$ cat src/hdl/i2cm_pkg.sv
// Shared types and constants for the I2C register access master.
// No dependencies; every other file in hdl/ uses this package.
package i2cm_pkg;

  localparam int MAX_READ_LEN_DEF = 16;

  localparam int DEV_ADDR_W = 7;
  localparam int TIMEOUT_W  = 8;
  localparam int BYTE_W     = 8;
  localparam int RD_LEN_W   = 5;
  localparam int CFG_DATA_W = 8;

  localparam logic [DEV_ADDR_W-1:0] DEV_ADDR_RESET    = 7'd104;
  localparam logic [TIMEOUT_W-1:0]  ACK_TIMEOUT_RESET = 8'd250;

  typedef enum logic [0:0] {
    CFG_DEVICE_ADDRESS = 1'b0,
    CFG_ACK_TIMEOUT    = 1'b1
  } cfg_idx_t;

  typedef struct packed {
    logic [DEV_ADDR_W-1:0] device_address;
    logic [TIMEOUT_W-1:0]  ack_timeout;
  } cfg_t;

  typedef struct packed {
    logic                cmd_valid;
    logic                req_type;
    logic [BYTE_W-1:0]   reg_addr;
    logic [BYTE_W-1:0]   wr_data;
    logic [RD_LEN_W-1:0] rd_len;
    logic                sda_in;
  } in_word_t;

  typedef struct packed {
    logic              scl;
    logic              sda_low;
    logic [BYTE_W-1:0] rd_data;
    logic              rd_valid;
    logic              rd_last;
    logic              done_res;
    logic              error;
    logic              busy_res;
  } out_word_t;

endpackage

$ cat src/hdl/i2cm_if.sv
// Valid/ready channel interfaces for tick words in and bus result words out.
// Depends on i2cm_pkg for field widths.
interface i2cm_in_if;
  logic                          valid;
  logic                          ready;
  logic                          cmd_valid;
  logic                          req_type;
  logic [i2cm_pkg::BYTE_W-1:0]   reg_addr;
  logic [i2cm_pkg::BYTE_W-1:0]   wr_data;
  logic [i2cm_pkg::RD_LEN_W-1:0] rd_len;
  logic                          sda_in;

  modport source (output valid, cmd_valid, req_type, reg_addr, wr_data, rd_len, sda_in,
                  input ready);
  modport sink (input valid, cmd_valid, req_type, reg_addr, wr_data, rd_len, sda_in,
                output ready);
endinterface

interface i2cm_out_if;
  logic                        valid;
  logic                        ready;
  logic                        scl;
  logic                        sda_low;
  logic [i2cm_pkg::BYTE_W-1:0] rd_data;
  logic                        rd_valid;
  logic                        rd_last;
  logic                        done_res;
  logic                        error;
  logic                        busy_res;

  modport source (output valid, scl, sda_low, rd_data, rd_valid, rd_last, done_res, error,
                  busy_res, input ready);
  modport sink (input valid, scl, sda_low, rd_data, rd_valid, rd_last, done_res, error,
                busy_res, output ready);
endinterface

$ cat src/hdl/i2cm_cfg.sv
// Configuration registers: target address and acknowledge timeout.
// Depends on i2cm_pkg.
module i2cm_cfg (
  input  logic                            clk,
  input  logic                            rst,
  input  logic                            cfg_wr_en,
  input  i2cm_pkg::cfg_idx_t              cfg_index,
  input  logic [i2cm_pkg::CFG_DATA_W-1:0] cfg_data,
  output i2cm_pkg::cfg_t                  cfg
);
  import i2cm_pkg::*;

  always_ff @(posedge clk) begin
    if (rst) begin
      cfg.device_address <= DEV_ADDR_RESET;
      cfg.ack_timeout    <= ACK_TIMEOUT_RESET;
    end else if (cfg_wr_en) begin
      unique case (cfg_index)
        CFG_DEVICE_ADDRESS: cfg.device_address <= cfg_data[DEV_ADDR_W-1:0];
        CFG_ACK_TIMEOUT:    cfg.ack_timeout    <= cfg_data[TIMEOUT_W-1:0];
        default: ;
      endcase
    end
  end

endmodule

$ cat src/hdl/i2cm_seq.sv
// Bus sequencer: one phase step per accepted tick, producing that tick's line levels.
// Depends on i2cm_pkg.
module i2cm_seq #(
  parameter int MaxReadLen = i2cm_pkg::MAX_READ_LEN_DEF
) (
  input  logic                clk,
  input  logic                rst,
  input  logic                step,
  input  i2cm_pkg::in_word_t  tick,
  input  i2cm_pkg::cfg_t      cfg,
  output i2cm_pkg::out_word_t res
);
  import i2cm_pkg::*;

  localparam int BL_W = $clog2(MaxReadLen + 1);

  typedef enum logic [4:0] {
    S_IDLE, S_START, S_TXL, S_TXH, S_AKL, S_AKH, S_RS1, S_RS2, S_RS3,
    S_RXL, S_RXH, S_MAL, S_MAH, S_SP1, S_SP2, S_SP3, S_SE1, S_SE2, S_SE3
  } phase_t;

  typedef enum logic [1:0] {
    STG_ADDRW, STG_REG, STG_DATA, STG_ADDRR
  } stage_t;

  phase_t              phase, phase_next;
  stage_t              stage, stage_next;
  logic [2:0]          bit_count, bit_count_next;
  logic [BYTE_W-1:0]   shift_reg, shift_reg_next;
  logic [BL_W-1:0]     bytes_left, bytes_left_next;
  logic [TIMEOUT_W-1:0] ack_cnt, ack_cnt_next;
  logic                held_req_type, held_req_type_next;
  logic [BYTE_W-1:0]   held_register, held_register_next;
  logic [BYTE_W-1:0]   held_write_data, held_write_data_next;

  logic                load;
  stage_t              load_stage;
  logic [BYTE_W-1:0]   load_byte;
  logic [RD_LEN_W-1:0] len_min;
  logic [BL_W-1:0]     len_sat;
  logic [TIMEOUT_W-1:0] ack_inc;
  logic [BYTE_W-1:0]   rx_shift;

  always_comb begin
    len_min = (tick.rd_len == '0) ? RD_LEN_W'(1) : tick.rd_len;
    if (32'(len_min) > MaxReadLen) len_sat = BL_W'(MaxReadLen);
    else                           len_sat = BL_W'(len_min);
    ack_inc  = (ack_cnt != '1) ? ack_cnt + 1'b1 : ack_cnt;
    rx_shift = {shift_reg[BYTE_W-2:0], tick.sda_in};
  end

  always_comb begin
    unique case (load_stage)
      STG_ADDRW: load_byte = {cfg.device_address, 1'b0};
      STG_REG:   load_byte = held_register;
      STG_DATA:  load_byte = held_write_data;
      STG_ADDRR: load_byte = {cfg.device_address, 1'b1};
      default:   load_byte = '0;
    endcase
  end

  always_comb begin
    phase_next           = phase;
    stage_next           = stage;
    bit_count_next       = bit_count;
    shift_reg_next       = shift_reg;
    bytes_left_next      = bytes_left;
    ack_cnt_next         = ack_cnt;
    held_req_type_next   = held_req_type;
    held_register_next   = held_register;
    held_write_data_next = held_write_data;
    load       = 1'b0;
    load_stage = STG_ADDRW;
    res        = '0;
    res.scl    = 1'b1;

    unique case (phase)
      S_IDLE: begin
        if (tick.cmd_valid) begin
          held_req_type_next   = tick.req_type;
          held_register_next   = tick.reg_addr;
          held_write_data_next = tick.wr_data;
          bytes_left_next      = len_sat;
          phase_next           = S_START;
        end
      end
      S_START: begin
        res.sda_low = 1'b1;
        load        = 1'b1;
        load_stage  = STG_ADDRW;
      end
      S_TXL: begin
        res.scl     = 1'b0;
        res.sda_low = ~shift_reg[BYTE_W-1];
        phase_next  = S_TXH;
      end
      S_TXH: begin
        res.sda_low    = ~shift_reg[BYTE_W-1];
        shift_reg_next = {shift_reg[BYTE_W-2:0], 1'b0};
        if (bit_count == 3'd7) begin
          bit_count_next = '0;
          phase_next     = S_AKL;
        end else begin
          bit_count_next = bit_count + 1'b1;
          phase_next     = S_TXL;
        end
      end
      S_AKL: begin
        res.scl      = 1'b0;
        ack_cnt_next = '0;
        phase_next   = S_AKH;
      end
      S_AKH: begin
        if (!tick.sda_in) begin
          unique case (stage)
            STG_ADDRW: begin
              load       = 1'b1;
              load_stage = STG_REG;
            end
            STG_REG: begin
              if (held_req_type) begin
                phase_next = S_RS1;
              end else begin
                load       = 1'b1;
                load_stage = STG_DATA;
              end
            end
            STG_DATA: phase_next = S_SP1;
            STG_ADDRR: begin
              shift_reg_next = '0;
              bit_count_next = '0;
              phase_next     = S_RXL;
            end
            default: phase_next = S_IDLE;
          endcase
        end else begin
          ack_cnt_next = ack_inc;
          if (ack_inc >= cfg.ack_timeout) phase_next = S_SE1;
        end
      end
      S_RS1: begin
        res.scl    = 1'b0;
        phase_next = S_RS2;
      end
      S_RS2: phase_next = S_RS3;
      S_RS3: begin
        res.sda_low = 1'b1;
        load        = 1'b1;
        load_stage  = STG_ADDRR;
      end
      S_RXL: begin
        res.scl    = 1'b0;
        phase_next = S_RXH;
      end
      S_RXH: begin
        shift_reg_next = rx_shift;
        if (bit_count == 3'd7) begin
          bit_count_next = '0;
          res.rd_valid   = 1'b1;
          res.rd_data    = rx_shift;
          res.rd_last    = (bytes_left <= BL_W'(1));
          phase_next     = S_MAL;
        end else begin
          bit_count_next = bit_count + 1'b1;
          phase_next     = S_RXL;
        end
      end
      S_MAL: begin
        res.scl     = 1'b0;
        res.sda_low = (bytes_left > BL_W'(1));
        phase_next  = S_MAH;
      end
      S_MAH: begin
        res.sda_low = (bytes_left > BL_W'(1));
        if (bytes_left > BL_W'(1)) begin
          bytes_left_next = bytes_left - 1'b1;
          phase_next      = S_RXL;
        end else begin
          bytes_left_next = '0;
          phase_next      = S_SP1;
        end
      end
      S_SP1, S_SE1: begin
        res.scl     = 1'b0;
        res.sda_low = 1'b1;
        phase_next  = (phase == S_SP1) ? S_SP2 : S_SE2;
      end
      S_SP2, S_SE2: begin
        res.sda_low = 1'b1;
        phase_next  = (phase == S_SP2) ? S_SP3 : S_SE3;
      end
      S_SP3, S_SE3: begin
        res.done_res = 1'b1;
        res.error    = (phase == S_SE3);
        phase_next   = S_IDLE;
      end
      default: phase_next = S_IDLE;
    endcase

    if (load) begin
      shift_reg_next = load_byte;
      bit_count_next = '0;
      stage_next     = load_stage;
      phase_next     = S_TXL;
    end

    res.busy_res = (phase_next != S_IDLE);
  end

  always_ff @(posedge clk) begin
    if (rst) begin
      phase           <= S_IDLE;
      stage           <= STG_ADDRW;
      bit_count       <= '0;
      shift_reg       <= '0;
      bytes_left      <= '0;
      ack_cnt         <= '0;
      held_req_type   <= 1'b0;
      held_register   <= '0;
      held_write_data <= '0;
    end else if (step) begin
      phase           <= phase_next;
      stage           <= stage_next;
      bit_count       <= bit_count_next;
      shift_reg       <= shift_reg_next;
      bytes_left      <= bytes_left_next;
      ack_cnt         <= ack_cnt_next;
      held_req_type   <= held_req_type_next;
      held_register   <= held_register_next;
      held_write_data <= held_write_data_next;
    end
  end

endmodule

$ cat src/hdl/i2cm_out_stage.sv
// Result register between the sequencer and the output channel.
// Depends on i2cm_pkg.
module i2cm_out_stage (
  input  logic                clk,
  input  logic                rst,
  input  logic                push,
  input  i2cm_pkg::out_word_t word_in,
  output logic                push_ready,
  output logic                valid,
  input  logic                ready,
  output i2cm_pkg::out_word_t word_out
);
  import i2cm_pkg::*;

  assign push_ready = !valid || ready;

  always_ff @(posedge clk) begin
    if (rst) begin
      valid <= 1'b0;
    end else if (push_ready) begin
      valid <= push;
    end
    if (push && push_ready) begin
      word_out <= word_in;
    end
  end

endmodule

$ cat src/hdl/i2c_register_access_master.sv
// Top level of the I2C register access master: config, sequencer and result register.
// Depends on i2cm_pkg, i2cm_if, i2cm_cfg, i2cm_seq and i2cm_out_stage.
//
// Every input word is one half period of SCL and yields exactly one result word
// carrying the line levels for that half period. A word is taken in every cycle in
// which the result register is empty or being drained, so the sustained rate is one
// word per clock; each result appears in the cycle after its word is accepted, held in a
// single output register. Write the configuration registers only while no command runs.
module i2c_register_access_master #(
  parameter int MaxReadLen = i2cm_pkg::MAX_READ_LEN_DEF
) (
  input  logic                            clk,
  input  logic                            rst,
  i2cm_in_if.sink                         ticks,
  i2cm_out_if.source                      results,
  input  logic                            cfg_wr_en,
  input  i2cm_pkg::cfg_idx_t              cfg_index,
  input  logic [i2cm_pkg::CFG_DATA_W-1:0] cfg_data
);
  import i2cm_pkg::*;

  cfg_t      cfg;
  in_word_t  tick;
  out_word_t step_res;
  out_word_t res_q;
  logic      push_ready;
  logic      step;

  assign tick.cmd_valid = ticks.cmd_valid;
  assign tick.req_type  = ticks.req_type;
  assign tick.reg_addr  = ticks.reg_addr;
  assign tick.wr_data   = ticks.wr_data;
  assign tick.rd_len    = ticks.rd_len;
  assign tick.sda_in    = ticks.sda_in;

  assign ticks.ready = push_ready;
  assign step        = ticks.valid && push_ready;

  i2cm_cfg u_cfg (
    .clk       (clk),
    .rst       (rst),
    .cfg_wr_en (cfg_wr_en),
    .cfg_index (cfg_index),
    .cfg_data  (cfg_data),
    .cfg       (cfg)
  );

  i2cm_seq #(.MaxReadLen(MaxReadLen)) u_seq (
    .clk  (clk),
    .rst  (rst),
    .step (step),
    .tick (tick),
    .cfg  (cfg),
    .res  (step_res)
  );

  i2cm_out_stage u_out (
    .clk        (clk),
    .rst        (rst),
    .push       (ticks.valid),
    .word_in    (step_res),
    .push_ready (push_ready),
    .valid      (results.valid),
    .ready      (results.ready),
    .word_out   (res_q)
  );

  assign results.scl      = res_q.scl;
  assign results.sda_low  = res_q.sda_low;
  assign results.rd_data  = res_q.rd_data;
  assign results.rd_valid = res_q.rd_valid;
  assign results.rd_last  = res_q.rd_last;
  assign results.done_res = res_q.done_res;
  assign results.error    = res_q.error;
  assign results.busy_res = res_q.busy_res;

endmodule

$ cat src/flat_wrapper.sv
// flat-port wrapper written by rule: the top's interface ports become plain ports
module i2c_register_access_master_flat import i2cm_pkg::*;
#(
  parameter int MaxReadLen = i2cm_pkg::MAX_READ_LEN_DEF
)
  (clk, rst, cfg_wr_en, cfg_index, cfg_data, ticks_valid, ticks_cmd_valid, ticks_req_type, ticks_reg_addr, ticks_wr_data, ticks_rd_len, ticks_sda_in, ticks_ready, results_valid, results_scl, results_sda_low, results_rd_data, results_rd_valid, results_rd_last, results_done_res, results_error, results_busy_res, results_ready);
  i2cm_in_if ticks_i ();
  i2cm_out_if results_i ();
  input  logic clk;
  input  logic rst;
  input  logic cfg_wr_en;
  input  i2cm_pkg::cfg_idx_t cfg_index;
  input  logic [i2cm_pkg::CFG_DATA_W-1:0] cfg_data;
  input wire logic [$bits(ticks_i.valid)-1:0] ticks_valid;
  input wire logic [$bits(ticks_i.cmd_valid)-1:0] ticks_cmd_valid;
  input wire logic [$bits(ticks_i.req_type)-1:0] ticks_req_type;
  input wire logic [$bits(ticks_i.reg_addr)-1:0] ticks_reg_addr;
  input wire logic [$bits(ticks_i.wr_data)-1:0] ticks_wr_data;
  input wire logic [$bits(ticks_i.rd_len)-1:0] ticks_rd_len;
  input wire logic [$bits(ticks_i.sda_in)-1:0] ticks_sda_in;
  output wire logic [$bits(ticks_i.ready)-1:0] ticks_ready;
  output wire logic [$bits(results_i.valid)-1:0] results_valid;
  output wire logic [$bits(results_i.scl)-1:0] results_scl;
  output wire logic [$bits(results_i.sda_low)-1:0] results_sda_low;
  output wire logic [$bits(results_i.rd_data)-1:0] results_rd_data;
  output wire logic [$bits(results_i.rd_valid)-1:0] results_rd_valid;
  output wire logic [$bits(results_i.rd_last)-1:0] results_rd_last;
  output wire logic [$bits(results_i.done_res)-1:0] results_done_res;
  output wire logic [$bits(results_i.error)-1:0] results_error;
  output wire logic [$bits(results_i.busy_res)-1:0] results_busy_res;
  input wire logic [$bits(results_i.ready)-1:0] results_ready;
  assign ticks_i.valid = ticks_valid;
  assign ticks_i.cmd_valid = ticks_cmd_valid;
  assign ticks_i.req_type = ticks_req_type;
  assign ticks_i.reg_addr = ticks_reg_addr;
  assign ticks_i.wr_data = ticks_wr_data;
  assign ticks_i.rd_len = ticks_rd_len;
  assign ticks_i.sda_in = ticks_sda_in;
  assign ticks_ready = ticks_i.ready;
  assign results_valid = results_i.valid;
  assign results_scl = results_i.scl;
  assign results_sda_low = results_i.sda_low;
  assign results_rd_data = results_i.rd_data;
  assign results_rd_valid = results_i.rd_valid;
  assign results_rd_last = results_i.rd_last;
  assign results_done_res = results_i.done_res;
  assign results_error = results_i.error;
  assign results_busy_res = results_i.busy_res;
  assign results_i.ready = results_ready;
  i2c_register_access_master #(.MaxReadLen(MaxReadLen)) u_core (.clk(clk), .rst(rst), .ticks(ticks_i), .results(results_i), .cfg_wr_en(cfg_wr_en), .cfg_index(cfg_index), .cfg_data(cfg_data));
endmodule
$ cat config.mk
export PLATFORM = sky130hd
export DESIGN_NAME = i2c_register_access_master_flat
export DESIGN_NICKNAME = d
export VERILOG_FILES = /design/src/hdl/i2cm_pkg.sv /design/src/hdl/i2cm_if.sv /design/src/hdl/i2cm_cfg.sv /design/src/hdl/i2cm_seq.sv /design/src/hdl/i2cm_out_stage.sv /design/src/hdl/i2c_register_access_master.sv /design/src/flat_wrapper.sv
export SDC_FILE = /design/constraint.sdc
export NUM_CORES = 1
export LEC_CHECK = 0
export BUFFER_PORTS_ARGS = -buffer_cell sky130_fd_sc_hd__buf_2
export CAP_MARGIN = 10
export CORE_MARGIN = 5
export CORE_UTILIZATION = 58
export CTS_BUF_LIST = sky130_fd_sc_hd__clkbuf_16
export CTS_CLUSTER_DIAMETER = 50
export DETAILED_ROUTE_END_ITERATION = 7
export GPL_TIMING_DRIVEN = 0
export PLACE_DENSITY_LB_ADDON = 0.25
export SETUP_SLACK_MARGIN = 0.4
export SKIP_LAST_GASP = 1
export SYNTH_ARGS = -nofsm -noshare
export SYNTH_HDL_FRONTEND = slang
export SYNTH_HIERARCHICAL = 1
export SYNTH_SLANG_ARGS = --single-unit
$ cat constraint.sdc
create_clock -name clk -period 4.2 [get_ports clk]
set_input_delay 0.21 -clock clk [delete_from_list [all_inputs] [get_ports clk]]
set_output_delay 0.21 -clock clk [all_outputs]
set_load 0.02 [all_outputs]
==> out/results.txt <==
Outcome: completed
Die H: 96.26 µm
Routed WL: 10.80 mm
Worst R2R Setup Slack: 680 ps
Pre-antenna DRT Iters: 5
RSZ-0062 raised after global routing: false
Crit Path Max Fanout: 10
Met1 Use GR: 0.3190
Crit path max-delay family: simple AND/OR/NAND/NOR gates
Worst path cell trace: ha_1, nand2_1, or3_1, clkbuf_1, nand4_1, xnor2_1, ha_1, or3_1, a21oi_1, o31ai_4, o21ai_0, o31ai_1, nand4_1
Max Clock Freq: 0.2837 GHz
Least-Margin Pin Slew: 875.8 ps
Global-route met2 utilization: 0.4025
Number of global-route vias before repair: 3678
Critical path capture point type: flip-flop
Fin area: 5031 µm²
Final hold vios: 0
CP Class: flip-flop to flip-flop
CTS tree: yes
Largest net degree at the start of global routing: 16
Tmin final: 3525 ps
Antenna diodes: 0
Unique cell type count in the Yosys netlist: 64
Total of max-cap violations: 0
Hpwl dp: 7.798 mm
Initial drt markers: 432
Clock buffer depth: 2
Clk_lat worst skew: 330 ps
Starting Density: 0.5950
Remaining DRCs: 0
Peak supply drop: 0.0002163 V
Hold Crit Class: input port to flip-flop
Rel. slew slack: 0.4150
Clock sinks: 79
M3 GR Usage: 0.03987
Root Driver: clkbuf_16
RD Place Congestion: 0.9534
Final setup TNS: 0 ps
Final period utilization: 0.8393
Final max-slew violation count: 0
Critical Path AT: 3570 ps
Congestion Overflow GR: 0
Post-synth EDFFs: 15
Core area: 7253 µm²
Slowest CP cell: dfxtp_1
Die area: 9265 µm²
Crit Reg-Reg Startpoint: u_core/u_seq/ack_cnt[0]
FP Rows: 31
Async SR Flop Fraction: 0
Largest regs: u_core/u_cfg/cfg (15), u_core/u_out/word_out (15)
Initial antenna violation count: 0
Clk_skew: 10.06 ps
First-pass GRT wire length: 17.41 mm
# H-tree levels: 3
IO buf count: 53
Post-synthesis net count: 547
P_leak: 0.002116 µW
Vias per cell: 5.968
Crit-path max cell delay: 440 ps
Number of routed nets with antenna violations: 0
Ports: 55
Avg Synthesized Cell Area: 8.700 µm²
Seq/Total Area, Yosys: 0.4013
Synthesis-stage register bit count: 79
Min-Delay Startpoint: ticks_wr_data[7]
Clock transition at path regs: 60 ps
Hold Path Depth: 3
Avg WL per Cell: 16.26 µm
CP startpoint kind: flip-flop
Post-placement cell area: 4705 µm²
Worst EP required: 4240 ps
Most used routing layer: met2
Nets: 611
Layout cell share with drive strength beyond 1: 0.1664
Cell count after synthesis: 496
Via count: 3963
Syn. warnings: 6
GRT Util Overall: 0.2440
Inserted Clock Buffers: 9
Post-CTS setup repair buffer count: 0
Utilization after layout: 0.6936
Final setup fails: 0
Bufs and invs on worst path: 1
Area Overhead vs Synth: 16.58%
Primary FF master, synth: dfxtp_1
Reg-to-Reg End: u_core/u_out/word_out[0]
Die width: 96.26 µm
Hold Crit Endpoint: u_core/u_seq/held_write_data[7]
Synthesized cell area: 4315 µm²
Depth of the most critical reg-to-reg path: 13
Cell Pwr Density: 389.6 nW/µm²
==> cell usage after synthesis, drive strengths merged (2+ instances only) <==
| master | count | area (µm²) |
|---|---|---|
| nand2b | 19 | 126.4 |
| nand4bb | 2 | 22.52 |
| a211oi | 12 | 90.09 |
| o21a | 4 | 30.03 |
| nand3 | 10 | 50.05 |
| or2 | 2 | 12.52 |
| a211o | 3 | 26.28 |
| nor3b | 4 | 46.29 |
| o22ai | 13 | 81.33 |
| nand2 | 29 | 111.4 |
| nand4 | 4 | 25.02 |
| or4 | 5 | 37.54 |
| nor3 | 20 | 110.1 |
| buf | 11 | 71.31 |
| or3 | 5 | 31.28 |
| a22o | 7 | 61.31 |
| o21ai | 20 | 100.1 |
| a221oi | 2 | 17.52 |
| dfxtp | 64 | 1281 |
| a22oi | 6 | 45.04 |
| o31ai | 4 | 30.03 |
| ha | 13 | 162.7 |
| and3 | 6 | 37.54 |
| a21oi | 28 | 143.9 |
| clkbuf | 20 | 75.07 |
| nand3b | 3 | 22.52 |
| and2 | 12 | 77.58 |
| nor4 | 2 | 12.51 |
| a31oi | 2 | 12.51 |
| mux2 | 2 | 22.52 |
| a2111oi | 2 | 23.77 |
| xnor2 | 4 | 35.03 |
| xor2 | 2 | 17.52 |
| a21o | 2 | 15.01 |
| o211ai | 3 | 27.52 |
| edfxtp | 15 | 450.4 |
| nor2 | 60 | 225.2 |
| inv | 24 | 90.09 |
| nor2b | 13 | 81.33 |
| mux2i | 27 | 270.3 |
==> worst max-delay path by stage <==
stage	from	to	slack, ps	cells past startpoint
2_1_floorplan	u_core/u_seq/ack_cnt[0]	u_core/u_out/word_out[0]	1190	13
3_3_place_gp	u_core/u_seq/ack_cnt[0]	u_core/u_out/word_out[0]	460	13
3_5_place_dp	u_core/u_seq/ack_cnt[0]	u_core/u_out/word_out[0]	500	13
4_1_cts	u_core/u_seq/ack_cnt[0]	u_core/u_out/word_out[0]	440	13
5_1_grt	u_core/u_seq/ack_cnt[0]	u_core/u_out/word_out[0]	480	13
6_report	u_core/u_seq/ack_cnt[0]	u_core/u_out/word_out[0]	680	13
==> power by group <==
part           leakage [µW]  internal [µW]  switching, µW
combinational       0.00129            131            197
clock              0.000154            474            311
sequential         0.000671            818           28.2
total               0.00212           1420            537
==> what timing repair did <==
item,4_1_cts,5_1_grt
hold buffers,0,0
setup endpoints to repair,0,1
resized for setup,0,2
hold endpoints to repair,0,0
==> worst reg2reg max path: cells and delay by family, from the launching register on <==
family | cells | cell delay (ps)
fa+ha+maj | 2 | 520
compound gates | 4 | 930
flops | 1 | 440
buf+inv | 1 | 210
simple gates | 5 | 970
xor+xnor | 1 | 170
==> cell usage in the layout, fill, tap and decap left out, types with 16 or more instances in the layout <==
master	Yosys	final
inv_1	24	25
nor2_1	60	60
dfxtp_1	64	64
nand2b_1	18	18
mux2i_1	27	27
a21oi_1	27	27
nand2_1	28	28
buf_2	6	59
clkbuf_1	20	20
o21ai_0	16	16
nor3_1	18	18
==> final cells by class <==
| cell class | count | area (µm²) |
|---|---|---|
| clock buffers | 11 | 275.3 |
| repair buffers | 53 | 265.3 |
| fillers | 616 | 2222 |
| flip-flops and latches | 79 | 1732 |
| inverters | 24 | 90.09 |
| multi-input cells | 362 | 2361 |
| plain buffers | 31 | 146.4 |
| well taps | 99 | 123.9 |
| clock inverters | 5 | 37.54 |
==> cell families after synthesis <==
logic type                 after synthesis  synth area share
xor gates and xnor gates                 6           0.01218
AOI/OAI and AO/OA                      114            0.1780
DFF                                     79            0.4013
muxes                                   29           0.06785
buffers and inverters                   55           0.05480
and+or+nand+nor                        200            0.2482
adders and majority gates               13           0.03769
==> per-stage QoR <==
step / hold slack [ps] / worst slack [ps] / power (µW) / instances
4_1_cts: 103.3 / 444.5 / 1965 / 664
3_3_place_gp: 437.1 / 464.6 / 1170 / 648
2_1_floorplan: 272.4 / 1192 / 1085 / 496
6_report: 112.8 / 675.0 / 1960 / 664
3_5_place_dp: 446.0 / 498.9 / 1180 / 648
5_1_grt: 113.7 / 478.0 / 2051 / 664
==> per-layer routing <==
layer  share of wire  vias to the layer above
li1                -                     1914
met3           0.063                       19
met4           0.018                        0
met1            0.44                     1863
met2            0.48                      167
met5               0                        -
Power figures use the tool's default switching activity.
